### config.mk
export PLATFORM = sky130hd
export DESIGN_NAME = utf8_sanitizer
export DESIGN_NICKNAME = d
export VERILOG_FILES = /design/src/sv/utf8s_pkg.sv /design/src/sv/utf8s_decode.sv /design/src/sv/utf8s_serialize.sv /design/src/sv/utf8_sanitizer.sv
export SDC_FILE = /design/constraint.sdc
export NUM_CORES = 1
export LEC_CHECK = 0
export ABC_AREA = 1
export BUFFER_PORTS_ARGS = -buffer_cell sky130_fd_sc_hd__clkbuf_2
export CAP_MARGIN = 20
export CORE_UTILIZATION = 30
export CTS_CLUSTER_SIZE = 30
export DETAILED_ROUTE_END_ITERATION = 8
export PLACE_DENSITY = 0.46
export SYNTH_ARGS = -nofsm -noshare
export SYNTH_HDL_FRONTEND = slang
export SYNTH_SLANG_ARGS = --single-unit
### constraint.sdc
create_clock -name i_clk -period 5.93 [get_ports i_clk]
set_input_delay 0.593 -clock i_clk [delete_from_list [all_inputs] [get_ports i_clk]]
set_output_delay 0.593 -clock i_clk [all_outputs]
set_load 0.1 [all_outputs]
### src/sv/utf8s_pkg.sv
`timescale 1ns / 1ps

package utf8s_pkg;

    localparam int CP_W = 21;

    localparam logic [CP_W-1:0] CP_SURR_LO  = 21'h00D800;
    localparam logic [CP_W-1:0] CP_SURR_HI  = 21'h00DFFF;
    localparam logic [CP_W-1:0] CP_NCHAR_LO = 21'h00FDD0;
    localparam logic [CP_W-1:0] CP_NCHAR_HI = 21'h00FDEF;
    localparam logic [CP_W-1:0] CP_BOM      = 21'h00FEFF;
    localparam logic [CP_W-1:0] CP_EMB_LO   = 21'h00202A;
    localparam logic [CP_W-1:0] CP_EMB_HI   = 21'h00202E;
    localparam logic [CP_W-1:0] CP_ISO_LO   = 21'h002066;
    localparam logic [CP_W-1:0] CP_ISO_HI   = 21'h002069;
    localparam logic [CP_W-1:0] CP_ZW_LO    = 21'h00200B;
    localparam logic [CP_W-1:0] CP_ZW_HI    = 21'h00200D;
    localparam logic [CP_W-1:0] CP_LIM_1    = 21'h000080;
    localparam logic [CP_W-1:0] CP_LIM_2    = 21'h000800;
    localparam logic [CP_W-1:0] CP_LIM_3    = 21'h010000;

    typedef struct packed {
        logic [7:0] in_byte;
        logic       end_of_string;
    } t_in;

    typedef struct packed {
        logic [7:0] out_byte;
        logic       last_of_run;
    } t_out;

    typedef struct packed {
        logic [2:0]  len;
        logic [31:0] data;
    } t_run;

    typedef struct packed {
        logic load;
        t_run run;
    } t_cmd;

    function automatic logic cp_dangerous(input logic [CP_W-1:0] cp);
        logic d;
        d = (cp == '0)
            || (cp >= CP_SURR_LO && cp <= CP_SURR_HI)
            || (cp >= CP_NCHAR_LO && cp <= CP_NCHAR_HI)
            || (cp[15:1] == '1)
            || (cp == CP_BOM)
            || (cp >= CP_EMB_LO && cp <= CP_EMB_HI)
            || (cp >= CP_ISO_LO && cp <= CP_ISO_HI)
            || (cp >= CP_ZW_LO && cp <= CP_ZW_HI);
        return d;
    endfunction

    function automatic t_run cp_encode(input logic [CP_W-1:0] cp);
        t_run r;
        if (cp < CP_LIM_1) begin
            r.len  = 3'd1;
            r.data = {cp[7:0], 24'h0};
        end else if (cp < CP_LIM_2) begin
            r.len  = 3'd2;
            r.data = {3'b110, cp[10:6], 2'b10, cp[5:0], 16'h0};
        end else if (cp < CP_LIM_3) begin
            r.len  = 3'd3;
            r.data = {4'b1110, cp[15:12], 2'b10, cp[11:6], 2'b10, cp[5:0], 8'h0};
        end else begin
            r.len  = 3'd4;
            r.data = {5'b11110, cp[20:18], 2'b10, cp[17:12], 2'b10, cp[11:6],
                      2'b10, cp[5:0]};
        end
        return r;
    endfunction

endpackage

### src/sv/utf8s_decode.sv
`timescale 1ns / 1ps

module utf8s_decode
    import utf8s_pkg::*;
(
    input  logic i_clk,
    input  logic i_rst_n,
    input  logic i_take,
    input  t_in  i_data,
    output t_cmd o_cmd
);

    logic [CP_W-1:0] r_partial, n_partial;
    logic [1:0]      r_expect, n_expect;
    logic [CP_W-1:0] cp;
    logic            emit;
    logic [7:0]      b;

    assign b = i_data.in_byte;

    always_comb begin
        n_partial = r_partial;
        n_expect  = r_expect;
        cp        = '0;
        emit      = 1'b0;
        if (r_expect != 2'd0 && b[7:6] == 2'b10) begin
            n_partial = {r_partial[CP_W-7:0], b[5:0]};
            n_expect  = r_expect - 2'd1;
            if (n_expect == 2'd0) begin
                cp        = n_partial;
                emit      = 1'b1;
                n_partial = '0;
            end
        end else begin
            n_partial = '0;
            n_expect  = 2'd0;
            priority if (b[7] == 1'b0) begin
                cp   = {{(CP_W-8){1'b0}}, b};
                emit = 1'b1;
            end else if (b[7:5] == 3'b110) begin
                n_partial = {{(CP_W-5){1'b0}}, b[4:0]};
                n_expect  = 2'd1;
            end else if (b[7:4] == 4'b1110) begin
                n_partial = {{(CP_W-4){1'b0}}, b[3:0]};
                n_expect  = 2'd2;
            end else if (b[7:3] == 5'b11110) begin
                n_partial = {{(CP_W-3){1'b0}}, b[2:0]};
                n_expect  = 2'd3;
            end else begin
                n_partial = '0;
            end
        end
        if (i_data.end_of_string) begin
            n_partial = '0;
            n_expect  = 2'd0;
        end
    end

    always_ff @(posedge i_clk) begin
        if (!i_rst_n) begin
            r_partial <= '0;
            r_expect  <= 2'd0;
        end else if (i_take) begin
            r_partial <= n_partial;
            r_expect  <= n_expect;
        end
    end

    assign o_cmd.load = i_take && emit && !cp_dangerous(cp);
    assign o_cmd.run  = cp_encode(cp);

endmodule

### src/sv/utf8s_serialize.sv
`timescale 1ns / 1ps

module utf8s_serialize
    import utf8s_pkg::*;
(
    input  logic i_clk,
    input  logic i_rst_n,
    input  t_cmd i_cmd,
    output logic o_free,
    output logic o_valid,
    input  logic i_stall,
    output t_out o_data
);

    logic [2:0]  r_left;
    logic [31:0] r_data;
    logic        r_held;
    t_run        r_hold;
    logic        shift;
    logic        done;

    assign done   = (r_left == 3'd0) || (r_left == 3'd1 && !i_stall);
    assign shift  = (r_left != 3'd0) && !i_stall;
    assign o_free = !r_held || done;

    always_ff @(posedge i_clk) begin
        if (!i_rst_n) begin
            r_left <= 3'd0;
            r_held <= 1'b0;
        end else begin
            if (done && r_held) begin
                r_left <= r_hold.len;
            end else if (done && i_cmd.load) begin
                r_left <= i_cmd.run.len;
            end else if (shift) begin
                r_left <= r_left - 3'd1;
            end
            if (done) begin
                r_held <= r_held && i_cmd.load;
            end else if (i_cmd.load) begin
                r_held <= 1'b1;
            end
        end
    end

    always_ff @(posedge i_clk) begin
        if (done && r_held) begin
            r_data <= r_hold.data;
        end else if (done && i_cmd.load) begin
            r_data <= i_cmd.run.data;
        end else if (shift) begin
            r_data <= {r_data[23:0], 8'h00};
        end
        if (i_cmd.load && (r_held || !done)) begin
            r_hold <= i_cmd.run;
        end
    end

    assign o_valid            = (r_left != 3'd0);
    assign o_data.out_byte    = r_data[31:24];
    assign o_data.last_of_run = (r_left == 3'd1);

endmodule

### src/sv/utf8_sanitizer.sv
// Streaming UTF-8 filter: each input item is one raw byte, decoded against the pending
// sequence and, when a code point completes and is not dangerous, re-encoded in shortest
// form as one to four output items, the final one flagged last_of_run. A completed run is
// sent from the output byte register, one byte per unstalled cycle; a run that completes
// while that register is still sending waits in a one-run holding register. An input item
// is taken in every cycle unless the holding register is occupied and the output
// register is not handing over its final byte, so back-to-back input stalls only behind a
// backlog of two runs or a stalled receiver; the output byte rate sets the sustained rate.
`timescale 1ns / 1ps

module utf8_sanitizer
    import utf8s_pkg::*;
(
    input  logic i_clk,
    input  logic i_rst_n,
    input  logic i_valid,
    output logic o_stall,
    input  t_in  i_data,
    output logic o_valid,
    input  logic i_stall,
    output t_out o_data
);

    t_cmd cmd;
    logic free;
    logic take;

    assign o_stall = !free;
    assign take    = i_valid && free;

    utf8s_decode u_decode (
        .i_clk   (i_clk),
        .i_rst_n (i_rst_n),
        .i_take  (take),
        .i_data  (i_data),
        .o_cmd   (cmd)
    );

    utf8s_serialize u_serialize (
        .i_clk   (i_clk),
        .i_rst_n (i_rst_n),
        .i_cmd   (cmd),
        .o_free  (free),
        .o_valid (o_valid),
        .i_stall (i_stall),
        .o_data  (o_data)
    );

endmodule

# Yosys cells after proc, flatten, opt, wreduce, memory -nomap -nowiden
# Index checks and enable logic that the tools add are counted.
# Widths: inputs -> output; s select.
dict set report totals {
  reg_bits 88
  inputBits 13
  out_inout_bits 11
  wordCells 96
}
dict set report classes {
  add_sub_neg 2
  n_lt_le_gt_ge 13
  eq_ne 7
  muxes 30
  n_reduce_logical 37
}
# operator n
set op_table {}
lappend op_table {{$mux 35} 3}
lappend op_table {{$mux 32} 3}
lappend op_table {{$mux 15} 5}
lappend op_table {{$ge 21x14->1 const B} 3}
lappend op_table {{$le 21x14->1 const B} 3}
lappend op_table {{$ge 21x16->1 const B} 2}
lappend op_table {{$le 21x16->1 const B} 2}
lappend op_table {{$mux 21} 2}
lappend op_table {{$eq 21x16->1 const B} 1}
lappend op_table {{$logic_not 21->1} 1}
lappend op_table {{$lt 21x12->1 const B} 1}
lappend op_table {{$lt 21x17->1 const B} 1}
lappend op_table {{$lt 21x8->1 const B} 1}
lappend op_table {{$eq 15x15->1 const B} 1}
lappend op_table {{$logic_and 1x1->1} 15}
lappend op_table {{$mux 2} 6}
lappend op_table {{$mux 3} 4}
lappend op_table {{$logic_or 1x1->1} 10}
lappend op_table {{$mux 7} 1}
lappend op_table {{$reduce_bool 3->1} 2}
lappend op_table {{$eq 5x5->1 const B} 1}
lappend op_table {{$logic_not 1->1} 5}
lappend op_table {{$mux 1} 5}
lappend op_table {{$eq 4x4->1 const B} 1}
lappend op_table {{9 further kinds} 10}

# Depth between registers and ports, before layout
dict set report logic_depth {
  word_depth 18
  depth_mapped 23
  depth_no_buf 21
}

# Modules after synthesis
# From an unflattened synthesis, not the netlist that was laid out.
dict set report unflattened {
  hier_cells 678
  hier_area_um2 5272.6
}
# mod n_inst cells_per_inst area_each_um2 seq_area_each_um2
set modules_own_cells {}
lappend modules_own_cells {utf8s_serialize 1 268 3061.7 2092.0}
lappend modules_own_cells {utf8s_decode 1 407 2199.6 340.3}
lappend modules_own_cells {utf8_sanitizer 1 3 11.3 0.0}

# Worst setup path before layout
# Ideal clock, no wire load.
dict set report synth_timing {
  path_type {flip-flop to flip-flop}
  from {reg u_serialize.r_left[1]}
  to {reg u_serialize.r_data[0], enable pin}
  setup_time_ns 0.387
  arrival_time_ns 3.722
  required_time_ns 5.543
  path_slack_ns 1.820
  path_stages_with_launch 18
  n_path_buf 1
  synth_period_minus_slack_ns 4.110
  path_cell_list {dfxtp_1 > inv_1 > ha_1 > inv_1 > nor2_1 > nand2_1 > nand2_1 > inv_1 > nand2_1 > nand2_1 > a21oi_1 > nand2_1 > inv_1 > nand3_1 > nor2_1 > nand3_2 > buf_6 > nand2_1}
}
# item line_no
set synth_lines {}
lappend synth_lines {{start: declaration} utf8s_serialize.sv:15} ;# logic [2:0] r_left;
lappend synth_lines {{start signal: assignment} utf8s_serialize.sv:32} ;# r_left <= r_hold.len;
lappend synth_lines {{start signal: assignment} utf8s_serialize.sv:34} ;# r_left <= i_cmd.run.len;
lappend synth_lines {{start signal: assignment} utf8s_serialize.sv:36} ;# r_left <= r_left - 3'd1;
lappend synth_lines {{end signal: assignment} utf8s_serialize.sv:48} ;# r_data <= r_hold.data;
lappend synth_lines {{end signal: assignment} utf8s_serialize.sv:50} ;# r_data <= i_cmd.run.data;
lappend synth_lines {{end signal: assignment} utf8s_serialize.sv:52} ;# r_data <= {r_data[23:0], 8'h00};
lappend synth_lines {{end: declaration} utf8s_serialize.sv:16} ;# logic [31:0] r_data;

# Final worst setup path
dict set report layout_timing {
  from {reg u_decode.r_expect[1]}
  to {reg u_serialize.r_data[0] (data pin)}
}
dict set report layout_via {
  elab_chain_cells 18
  elab_cells_between_ends 45
  classes_between {add/sub (1); order compare (13); eq/ne (2); mux (9); reduce/logical (20)}
}
# item line_no
set layout_lines {}
lappend layout_lines {{start: declaration} utf8s_decode.sv:14} ;# logic [1:0] r_expect, n_expect;
lappend layout_lines {{start signal: assignment} utf8s_decode.sv:65} ;# r_expect <= n_expect;
lappend layout_lines {{$sub 2x1->2} utf8s_decode.sv:28} ;# n_expect = r_expect - 2'd1;
lappend layout_lines {{$logic_not 2->1} utf8s_decode.sv:29} ;# if (n_expect == 2'd0) begin
lappend layout_lines {{$mux 21} utf8s_decode.sv:29}
lappend layout_lines {{$mux 21} utf8s_decode.sv:26} ;# if (r_expect != 2'd0 && b[7:6] == 2'b10) begin
lappend layout_lines {{$ge 21x16->1 / $le 21x16->1 (equally long branches)} utf8s_pkg.sv:45} ;# || (cp >= CP_SURR_LO && cp <= CP_SURR_HI)
lappend layout_lines {{$logic_and 1x1->1} utf8s_pkg.sv:45}
lappend layout_lines {{$logic_or 1x1->1} utf8s_pkg.sv:45}
lappend layout_lines {{$logic_or 1x1->1} utf8s_pkg.sv:46} ;# || (cp >= CP_NCHAR_LO && cp <= CP_NCHAR_HI)
lappend layout_lines {{(+2 left out)} -}
lappend layout_lines {{$logic_or 1x1->1} utf8s_pkg.sv:49} ;# || (cp >= CP_EMB_LO && cp <= CP_EMB_HI)
lappend layout_lines {{$logic_or 1x1->1} utf8s_pkg.sv:50} ;# || (cp >= CP_ISO_LO && cp <= CP_ISO_HI)
lappend layout_lines {{$logic_or 1x1->1} utf8s_pkg.sv:51} ;# || (cp >= CP_ZW_LO && cp <= CP_ZW_HI);
lappend layout_lines {{$logic_not 1->1} utf8s_decode.sv:69} ;# assign o_cmd.load = i_take && emit && !cp_dangerous(cp);
lappend layout_lines {{$logic_and 1x1->1} utf8s_decode.sv:69}
lappend layout_lines {{$logic_and 1x1->1} utf8s_serialize.sv:49} ;# end else if (done && i_cmd.load) begin
lappend layout_lines {{$mux 32 *} utf8s_serialize.sv:49}
lappend layout_lines {{$mux 32 *} utf8s_serialize.sv:47} ;# if (done && r_held) begin
# Every way passes the cells marked *; elsewhere a longest branch is shown, timed or not.
# A chain may end at the register's enable or synchronous reset.

==> key figures <==
Power and ir drop
  – Max IR drop VDD: between 0.0002 and 0.00025 V
  – Leak: approximately 2.5 nW
  – Power per standard cell area: ~420 nW/um^2

Logic synthesis
  – Post-synthesis register bit count: 81
  – Area share of the largest cell type after synthesis: a little over a third
  – Synth area leader: edfxtp_1
  – Ranking of synthesized cells by area: edfxtp_1, nand2_1, dfxtp_1
  – Avg Cell Area, Syn: between 7 and 8 sq um
  – Mapped Nets: slightly below 700
  – Cells after synthesis: 669
  – Synth warn: 0
  – Mapped cell area: between 4000 and 5000 sq um
  – Post-synth cell types: 42
  – Post-synthesis sequential area ratio: ~44%

GRT
  – Initial antenna violation count: 0
  – Gr ovfl total: 0
  – Vias in the first global route: about 4000
  – First-pass GRT wire length: roughly 23000 um
  – Largest net degree at the start of global routing: 33
  – Total GRT Usage: 17.69%

Finish
  – Share of cells above drive strength 1: about a tenth
  – Seq. cell area: roughly 2200 sq um
  – Area of the multi-input gates: 2231 sq um
  – FILL cells: between 1500 and 2000
  – Fin area: approximately 5500 sq um
  – Nets: slightly below 700
  – Antenna cells: 0
  – Area growth, synth to finish: 10.44%
  – Utilization after layout: 34.38%

Place
  – Placed instance area: between 5000 and 6000 sq um
  – Post-DP HPWL: between 10000 and 15000 um
  – Buffers on Ports: 23
  – GPL Wtd Cong: 0.8906
  – Setup WS pre-CTS: roughly 1.9 ns

Clock tree
  – Post-cts gate resize count: 0
  – Hold_buf cts: 0
  – Num CTS Buffers: 9
  – CTS tree: done
  – Clock Latency Late Sink: approximately 0.34 ns
  – Clock sink count: a little over 80
  – Post-CTS setup buffers: 0
  – Clock slew at reported path FFs: about 0.06 ns
  – Htree depth: 3
  – CTS Buffer Depth: 2
  – Root Buffer: clkbuf_16

STA
  – Worst-case clock skew: ~0.0094 ns
  – Rel. slew slack: a little over two fifths
  – Total negative setup slack: 0 ns
  – Tmin final: ~4.1 ns
  – RSZ-0062 raised after global routing: false
  – Slew Limit Fails: 0
  – Hold violation count in the final report: 0
  – Endpoints failing setup: 0
  – Least-Margin Pin Slew: roughly 0.87 ns
  – Fin Hold WS: 0.4954 ns
  – Fin crit share: approximately two thirds
  – Peak Freq: approximately 250 MHz
  – Setup ws final: between 1.5 and 2 ns

Floorplan
  – I/O pin count: 24
  – Initial Util: between 30% and 40%
  – Core box area: roughly 16000 sq um
  – # rows: 46
  – Die width: 131.1 um
  – Die area: 17180 sq um
  – Die height: about 130 um

Detailed routing
  – DR WL/cell: around 16 um
  – DR vias: around 4400
  – DRT Pass-1 Iters: 5
  – DRC: 0
  – Iter 0 DRT Violations: 329
  – DR vias/cell: ~5
  – Antenna viol nets, final: 0
  – Final wirelength: ~14000 um

Critical path
  – Crit path max fanout: 30
  – Required time worst endpoint: 6.11 ns
  – Buffers and inverters on the worst path: 5
  – Critical Path AT: ~4.3 ns
  – Slowest stage delay, CP: around 0.48 ns
  – Most frequent CP cell: nand2_1
  – Worst setup EP type: register
  – Startpoint type of the worst setup path: register
  – Critical path class: register to register
  – Crit-path cells: inv_1 > ha_1 > nand2_1 > inv_1 > o21ai_0 > nand2_1 > nor2_4 > inv_2 > a21oi_1 > nand2_1 > nand2_1 > nand2_1 > nor2_2 > nand3_2 > buf_4 > inv_2 > nand3_1 > o21ai_0
  – Slowest-stage cell, CP: ha_1
  – CP delay by family, top: simple AND/OR/NAND/NOR gates

Hold path
  – Min-Delay Path Class: register to register

Status
  – Status: finished, final reports clean

Run
  – MaxCap Viol Count: 0
-- cells in the mapped netlist (all sizes together) --
cell and n:
dfxtp 21, and3 2, xnor2 1, o31ai 1, a31oi 6, nand3 37
o21bai 2, and2 1, inv 93, o22ai 9, nand3b 1, nand2 179
o211ai 8, a221oi 1, ha 5, or2 6, nor4 1, nor2 87
o211a 2, o21ai 56, edfxtp 60, buf 20, a211oi 8, a21oi 29
nand4 8, nor3 6, o2111ai 1, a22oi 4, a21boi 1, o221ai 2
clkbuf 11
-- area by class of cell --
type / count / area share (%)
clock inverters: 6 / 1.201
well taps: 216 / 4.896
clock buffers: 10 / 4.148
inverters: 93 / 6.324
repair buffers: 28 / 2.765
multi-input cells: 464 / 40.41
flip-flops and latches: 81 / 40.25
-- worst min-delay path: stages (launching register included) --
cell and delay [ns]:
dfxtp_1 0.33, a21oi_1 0.06, nor2_1 0.07
-- worst paths after layout --
path / from / endpoint / slack (ns) / cells after the start
max: u_decode.r_expect[1]$_SDFFE_PN0P_ / u_serialize.r_data[0]$_DFFE_PP_ / 1.87 / 18
min: u_decode.r_partial[14]$_SDFFE_PN0P_ / u_decode.r_partial[14]$_SDFFE_PN0P_ / 0.50 / 2
max reg2reg: u_decode.r_expect[1]$_SDFFE_PN0P_ / u_serialize.r_data[0]$_DFFE_PP_ / 1.87 / 18
min reg2reg: u_decode.r_partial[14]$_SDFFE_PN0P_ / u_decode.r_partial[14]$_SDFFE_PN0P_ / 0.50 / 2
-- layout by cell type, fill, tap and decap left out, types with 6 or more instances in the layout --
cell type,n
a211oi_1,8
o22ai_1,9
nand4_1,7
nor2_1,78
inv_1,83
nor2_2,6
edfxtp_1,60
or2_0,6
o21ai_1,19
dfxtp_1,21
clkbuf_16,9
nand3_1,35
a21oi_1,29
o211ai_1,8
clkbuf_2,23
inv_2,10
o21ai_0,37
a31oi_1,6
nand2_1,176
-- state kept, by name, indices dropped and copies added, names as in the netlist --
signal / flops
u_serialize.r_data: 29
u_decode.r_partial: 15
u_serialize.r_left: 3
u_serialize.r_hold: 31
u_decode.r_expect: 2
u_serialize.r_held: 1
-- layer usage --
metal  vias up  wire, um  track usage (%)
met5         -         0                0
met4         0       178            5.341
met3        12       526            3.166
met2       102      6969            29.66
met1      2057      6763            23.17
li1       2217         -                -
-- stage by stage --
step                total power, W  instances
finish                    0.002294        898
CTS                       0.002326        898
global route              0.002433        898
global placement          0.001764        882
floorplan                 0.001617        669
detailed placement        0.001764        882
-- power breakdown --
part | internal [W] | switching [W]
clock | 0.000327 | 0.000228
combinational | 0.000184 | 0.000660
sequential | 0.000841 | 0.0000542
total | 0.00135 | 0.000942
-- logic make-up (layout without fill, tap and decap cells) --
family          after synthesis  in the layout  share of synthesized area, %
compound gates              130            130                         15.19
simple gates                328            328                         27.96
xor+xnor                      1              1                        0.1753
flops                        81             81                         44.46
buf+inv                     124            137                         10.96
fa+ha+maj                     5              5                         1.252
(Power assumes the default switching activity.)
